[config.mk]
export PLATFORM = sky130hd
export DESIGN_NAME = mandelbrot_escape_time_q16_top
export DESIGN_NICKNAME = d
export VERILOG_FILES = /design/src/mbet_pkg.sv /design/src/mbet_mul.sv /design/src/mandelbrot_escape_time_q16_top.sv
export SDC_FILE = /design/constraint.sdc
export NUM_CORES = 2
export LEC_CHECK = 0
export ABC_AREA = 1
export ABC_CLOCK_PERIOD_IN_PS = 8100
export BUFFER_PORTS_ARGS = -buffer_cell sky130_fd_sc_hd__clkbuf_2
export CORE_MARGIN = 4
export CORE_UTILIZATION = 60
export CTS_BUF_LIST = sky130_fd_sc_hd__clkbuf_8
export DETAILED_ROUTE_END_ITERATION = 12
export GPL_ROUTABILITY_DRIVEN = 0
export PLACE_DENSITY = 0.9
export SYNTH_ARGS = -nofsm -noshare
export SYNTH_HDL_FRONTEND = slang
export SYNTH_HIERARCHICAL = 1
export SYNTH_SLANG_ARGS = --single-unit
[constraint.sdc]
create_clock -name aclk -period 8.1 [get_ports aclk]
set_clock_uncertainty 0.15 [all_clocks]
set_input_delay 1.215 -clock aclk [delete_from_list [all_inputs] [get_ports aclk]]
set_output_delay 1.215 -clock aclk [all_outputs]
set_load 0.1 [all_outputs]
[src/mbet_pkg.sv]
`timescale 1ns / 1ps

package mbet_pkg;

    localparam int FRAC_W      = 16;
    localparam int DATA_W      = 32;
    localparam int PROD_W      = 2 * DATA_W;
    localparam int COUNT_W     = 8;
    localparam int PALETTE_W   = 6;
    localparam int CFG_INDEX_W = 1;

    localparam logic [DATA_W-1:0]  BAILOUT_RESET = DATA_W'(16 << FRAC_W);
    localparam logic [COUNT_W-1:0] LIMIT_RESET   = COUNT_W'(64);

    // configuration register indexes
    localparam logic [CFG_INDEX_W-1:0] REG_BAILOUT    = 1'b0;
    localparam logic [CFG_INDEX_W-1:0] REG_ITER_LIMIT = 1'b1;

    typedef enum logic [5:0] {
        ST_IDLE   = 6'b000001,
        ST_MUL_XX = 6'b000010,
        ST_MUL_YY = 6'b000100,
        ST_MUL_XY = 6'b001000,
        ST_UPDATE = 6'b010000,
        ST_DONE   = 6'b100000
    } state_t;

    typedef struct packed {
        logic signed [DATA_W-1:0] op_a;
        logic signed [DATA_W-1:0] op_b;
    } mul_req_t;

endpackage

[src/mbet_mul.sv]
`timescale 1ns / 1ps

// Shared fixed-point multiplier: full signed product registered, the
// result is the product shifted right by FRAC_W, cut to DATA_W bits.
module mbet_mul
    import mbet_pkg::*;
(
    input  logic                     aclk,
    input  mul_req_t                 req,
    output logic signed [DATA_W-1:0] fx_result
);

    logic signed [PROD_W-1:0] prod_reg;

    always_ff @(posedge aclk) begin
        prod_reg <= PROD_W'(req.op_a) * PROD_W'(req.op_b);
    end

    assign fx_result = prod_reg[FRAC_W+DATA_W-1:FRAC_W];

endmodule

[src/mandelbrot_escape_time_q16_top.sv]
`timescale 1ns / 1ps

// Mandelbrot escape-time unit, signed Q16.16.
// Input channel (s_valid/s_ready) takes one point (s_point_real, s_point_imag).
// Result channel (m_valid/m_ready) returns the iteration count and the count
// modulo 64 as a palette index, one result per point.
// Config channel (cfg_valid/cfg_ready, always ready) writes bailout_square
// (index 0) and iteration_limit (index 1); write only while idle.
// One multiplier is shared by the three products of each step, so each
// iteration steps through x*x, y*y, x*y, then escape test and update.
// m_valid rises as the unit leaves its done state; the default limit of 64
// caps the count at 64. One point is worked at a time: s_ready is high
// only when the unit is idle, so a new point is taken only once the last
// one has left its done state.
// The result sits in an output register, so the next point is taken while
// a result waits. If the receiver stalls and a second result is ready, the
// unit holds in its done state until the first one is taken.
// Reset (aresetn low, synchronous) restores bailout 16.0 and limit 64, and
// drops any point in flight and any pending result.
module mandelbrot_escape_time_q16_top
    import mbet_pkg::*;
(
    input  logic                     aclk,
    input  logic                     aresetn,

    input  logic                     s_valid,
    output logic                     s_ready,
    input  logic signed [DATA_W-1:0] s_point_real,
    input  logic signed [DATA_W-1:0] s_point_imag,

    output logic                     m_valid,
    input  logic                     m_ready,
    output logic [COUNT_W-1:0]       m_iteration_count,
    output logic [PALETTE_W-1:0]     m_palette_index,

    input  logic                     cfg_valid,
    output logic                     cfg_ready,
    input  logic [CFG_INDEX_W-1:0]   cfg_index,
    input  logic [DATA_W-1:0]        cfg_data
);

    state_t state_reg, state_next;

    logic [DATA_W-1:0]  bailout_reg;
    logic [COUNT_W-1:0] limit_reg;

    logic signed [DATA_W-1:0] cx_reg, cy_reg;
    logic signed [DATA_W-1:0] x_reg, y_reg;
    logic signed [DATA_W-1:0] xx_reg, yy_reg;
    logic [COUNT_W-1:0]       count_reg;

    logic                 m_valid_reg;
    logic [COUNT_W-1:0]   m_count_reg;
    logic [PALETTE_W-1:0] m_palette_reg;

    mul_req_t                 mul_req;
    logic signed [DATA_W-1:0] mul_result;
    logic [DATA_W-1:0]        square;
    logic                     finished;
    logic                     out_free;

    mbet_mul u_mul (
        .aclk      (aclk),
        .req       (mul_req),
        .fx_result (mul_result)
    );

    assign s_ready   = (state_reg == ST_IDLE);
    assign cfg_ready = 1'b1;
    assign out_free  = !m_valid_reg || m_ready;

    assign m_valid           = m_valid_reg;
    assign m_iteration_count = m_count_reg;
    assign m_palette_index   = m_palette_reg;

    always_comb begin
        case (state_reg)
            ST_MUL_XX: begin
                mul_req.op_a = x_reg;
                mul_req.op_b = x_reg;
            end
            ST_MUL_YY: begin
                mul_req.op_a = y_reg;
                mul_req.op_b = y_reg;
            end
            default: begin
                mul_req.op_a = x_reg;
                mul_req.op_b = y_reg;
            end
        endcase
    end

    // squared magnitude of the current z; zero on the first step
    assign square   = DATA_W'(xx_reg + yy_reg);
    assign finished = (square > bailout_reg) || (count_reg >= limit_reg);

    always_comb begin
        state_next = state_reg;
        case (state_reg)
            ST_IDLE:   if (s_valid) state_next = ST_MUL_XX;
            ST_MUL_XX: state_next = ST_MUL_YY;
            ST_MUL_YY: state_next = ST_MUL_XY;
            ST_MUL_XY: state_next = ST_UPDATE;
            ST_UPDATE: state_next = finished ? ST_DONE : ST_MUL_XX;
            ST_DONE:   if (out_free) state_next = ST_IDLE;
            default:   state_next = ST_IDLE;
        endcase
    end

    always_ff @(posedge aclk) begin
        if (!aresetn) begin
            state_reg   <= ST_IDLE;
            bailout_reg <= BAILOUT_RESET;
            limit_reg   <= LIMIT_RESET;
            m_valid_reg <= 1'b0;
        end else begin
            state_reg <= state_next;
            if (cfg_valid && cfg_ready) begin
                case (cfg_index)
                    REG_BAILOUT:    bailout_reg <= cfg_data;
                    REG_ITER_LIMIT: limit_reg   <= cfg_data[COUNT_W-1:0];
                    default:        ;
                endcase
            end
            if (state_reg == ST_DONE && out_free) begin
                m_valid_reg <= 1'b1;
            end else if (m_ready) begin
                m_valid_reg <= 1'b0;
            end
        end
    end

    always_ff @(posedge aclk) begin
        case (state_reg)
            ST_IDLE: begin
                cx_reg    <= s_point_real;
                cy_reg    <= s_point_imag;
                x_reg     <= '0;
                y_reg     <= '0;
                count_reg <= '0;
            end
            ST_MUL_YY: xx_reg <= mul_result;
            ST_MUL_XY: yy_reg <= mul_result;
            ST_UPDATE: begin
                if (!finished) begin
                    x_reg     <= xx_reg - yy_reg + cx_reg;
                    y_reg     <= {mul_result[DATA_W-2:0], 1'b0} + cy_reg;
                    count_reg <= count_reg + COUNT_W'(1);
                end
            end
            ST_DONE: begin
                if (out_free) begin
                    m_count_reg   <= count_reg;
                    m_palette_reg <= count_reg[PALETTE_W-1:0];
                end
            end
            default: ;
        endcase
    end

    // z starts from the origin for every point
    a_start_clean: assert property (@(posedge aclk) disable iff (!aresetn)
        (s_valid && s_ready) |=> (count_reg == '0 && x_reg == '0 && y_reg == '0))
        else $error("iteration state not cleared on new point");

    a_step_count: assert property (@(posedge aclk) disable iff (!aresetn)
        (state_reg == ST_UPDATE && !finished) |=>
            (count_reg == $past(count_reg) + COUNT_W'(1) && state_reg == ST_MUL_XX))
        else $error("iteration count did not advance by one");

    a_result_issued: assert property (@(posedge aclk) disable iff (!aresetn)
        (state_reg == ST_DONE && out_free) |=> (m_valid_reg && state_reg == ST_IDLE))
        else $error("finished point did not produce a result");

    a_palette: assert property (@(posedge aclk) disable iff (!aresetn)
        m_valid_reg |-> (m_palette_reg == m_count_reg[PALETTE_W-1:0]))
        else $error("palette index does not match count");

endmodule
==> flow_summary.json <==
{
  "crit_type": "register to register",
  "clock_latency_ps": 620,
  "end_kind": "register",
  "async_flop_share_pct": 0,
  "dieArea_um2": 84400,
  "htree_levels": 2,
  "syn_nets": 7252,
  "start_util_pct": 60.6,
  "die_w_um": 291,
  "finalSetupViolations": 21,
  "arrival_ps": 8860,
  "grt_pass1_vias": 44343,
  "violations": "DRC, setup timing",
  "cts.path.max_buffers": 3,
  "grt_usage_pct": 32.7,
  "antenna_left": 0,
  "rows": 103,
  "via_per_inst": 6.10,
  "r2r-start": "state_reg[0]",
  "die_y_um": 291,
  "cts_sinks": 287,
  "path_common_cell": "fa_1",
  "drcViolationCount": 50,
  "syn_avg_cell_area_um2": 8.01,
  "synth_largest_area_cell": "fa_1",
  "startpoint_type": "register",
  "rsz0062_at_grt": "yes",
  "antenna_found_initial": 5,
  "grt_max_degree": 67,
  "tightestPinTransition_ps": 1100,
  "maxSlewViolCount": 0,
  "root_buffer": "clkbuf_8",
  "io_buffer_count": 117,
  "fillers": 5123,
  "synth_top_cell_area_share_pct": 36.4,
  "status": "finished, violations left",
  "core_um2": 79000,
  "hold_path_class": "register to register",
  "clkSlewWorstSetupHoldPaths_ps": 70,
  "drive_above_1_share_pct": 8.59,
  "wl_per_cell_um": 22.2,
  "ys.flop_type": "edfxtp_1",
  "min_from": "bailout_reg[25]",
  "cts_buffers": 46,
  "ys_ff_latch": 287,
  "io_pins": 119,
  "grt_overflow": 0,
  "multi_input_area_um2": 33300,
  "synth_cell_type_count": 50,
  "hpwl_um": 108000,
  "crit_start": "state_reg[0]",
  "period_share_pct": 105,
  "maxCapViolCount": 0,
  "fin_ws_ps": -419,
  "fmax_ghz": 0.117,
  "fin_setup_tns_ps": -3180,
  "yosys_warnings": 6,
  "grt_pass1_wl_um": 222000,
  "cts_hold_buf": 0,
  "crit_fanout": 23,
  "dr.pass1.iters": 13,
  "finalCriticalPeriod_ps": 8520,
  "dp_cells": 7040,
  "yosysSeqAreaShare_pct": 16.3,
  "slew_headroom_pct": 26.6,
  "syn_inst": 5982,
  "netlist_area_um2": 47900,
  "fin_cells": 7177,
  "nets": 7359,
  "hold_violations": 0,
  "areaGrowthSynthToFinish_pct": 10.8,
  "synth_area_leaders": "fa_1 (36%), inv_1 (14%), edfxtp_1 (13%), nand2_1 (11%), ha_1 (7.8%)",
  "drt_iter0_drc": 7560,
  "critPathRequiredTime_ps": 8440,
  "regArea_um2": 7830,
  "cts_tree": "done",
  "routed_wl_um": 159000,
  "vias": 43812,
  "cp_slowest_cell": "fa_1",
  "cpPeakStageDelay_ps": 560,
  "synth_edf_count": 208
}
[per-layer routing]
layer  wire [um]  GRT usage (%)
met5         124              0
met4       16800           21.1
met3       25600           8.51
met2       69600           53.2
met1       47100           38.9
[timing repair]
item | CTS | global route
endpoints found under the setup margin | 13 | 28
resized for setup | 7 | 130
pin swaps | 0 | 15
buffers inserted | 0 | 32
hold endpoints to repair | 0 | 0
cloned | 0 | 19
[Yosys cell counts (all sizes together) (4+ instances only)]
master,n
a21o,22
a21boi,8
nand3b,10
nand2,1388
o21bai,20
clkbuf,165
ha,297
a21oi,257
nor2,286
fa,871
edfxtp,208
xor2,46
o21a,26
or2,8
and3,4
xnor2,20
nand4,26
o21ai,238
nor4,7
nand3,95
buf,55
dfxtp,79
o22ai,33
a31oi,15
nor3,28
inv,1757
[layout make-up]
| type | count | area share, % |
|---|---|---|
| Antenna cell | 1 | 0.00472 |
| Tap cell | 1050 | 2.48 |
| Clock buffer | 52 | 1.35 |
| Timing Repair Buffer | 279 | 5.73 |
| Sequential cell | 287 | 14.8 |
| Clock inverter | 33 | 0.542 |
| Inverter | 1758 | 12.4 |
| Multi-Input combinational cell | 3717 | 62.7 |
[metrics by stage]
step	worst slack, ps	util, %	hold WS, ps	area, um2
floorplan	366	-	254	47900
global placement	-198	64.1	303	50600
detailed placement	-191	64.1	305	50600
CTS	37.3	65.4	314	51600
global route	-345	67.2	334	53100
finish	-419	67.2	313	53100
[logic make-up after synthesis]
group | after synthesis | synth area share [%]
fa+ha+maj | 1168 | 44.2
other cells | 1 | 0.00783
buf+inv | 1978 | 15.7
compound gates | 627 | 7.22
simple gates | 1855 | 15.4
xor+xnor | 66 | 1.21
flops | 287 | 16.3
[critical path, delay by kind of cell, from the launching register on]
family                   cells  cell delay (ps)
AO/OA/AOI/OAI                6             1880
adder cells (fa/ha/maj)      9             4290
buffers and inverters        6             1000
flip-flops                   1              380
AND/OR/NAND/NOR              4              700
[cell usage in the layout, fill, tap and decap left out, types with 10 or more instances in the layout]
master,n
o21ai_1,32
clkbuf_8,52
a31oi_1,14
o21bai_1,19
fa_2,12
ha_1,278
nand3b_1,10
xor2_1,45
o21ai_2,48
a21oi_1,248
o21ai_0,145
dfxtp_1,77
nor3_1,21
nor2_1,267
clkbuf_2,117
buf_4,65
xnor2_1,20
nor2_2,14
nand2_1,1380
edfxtp_1,208
ha_4,12
inv_1,1751
inv_2,14
o22ai_1,29
o21ai_4,13
a21o_1,22
buf_12,67
fa_1,859
o21a_1,26
nand4_1,25
nand3_1,89
clkbuf_16,19
[final timing paths]
kind	to	slack, ps	depth (start not counted)
worst max-delay path	u_mul/prod_reg[44]	-420	25
worst min-delay path	bailout_reg[25]	310	2
worst max register to register	u_mul/prod_reg[44]	-420	25
worst min register to register	bailout_reg[25]	310	2
Power is left out: the tool's default activity adds up to more than one toggle a clock period on the data nets, which glitch-free logic cannot reach.
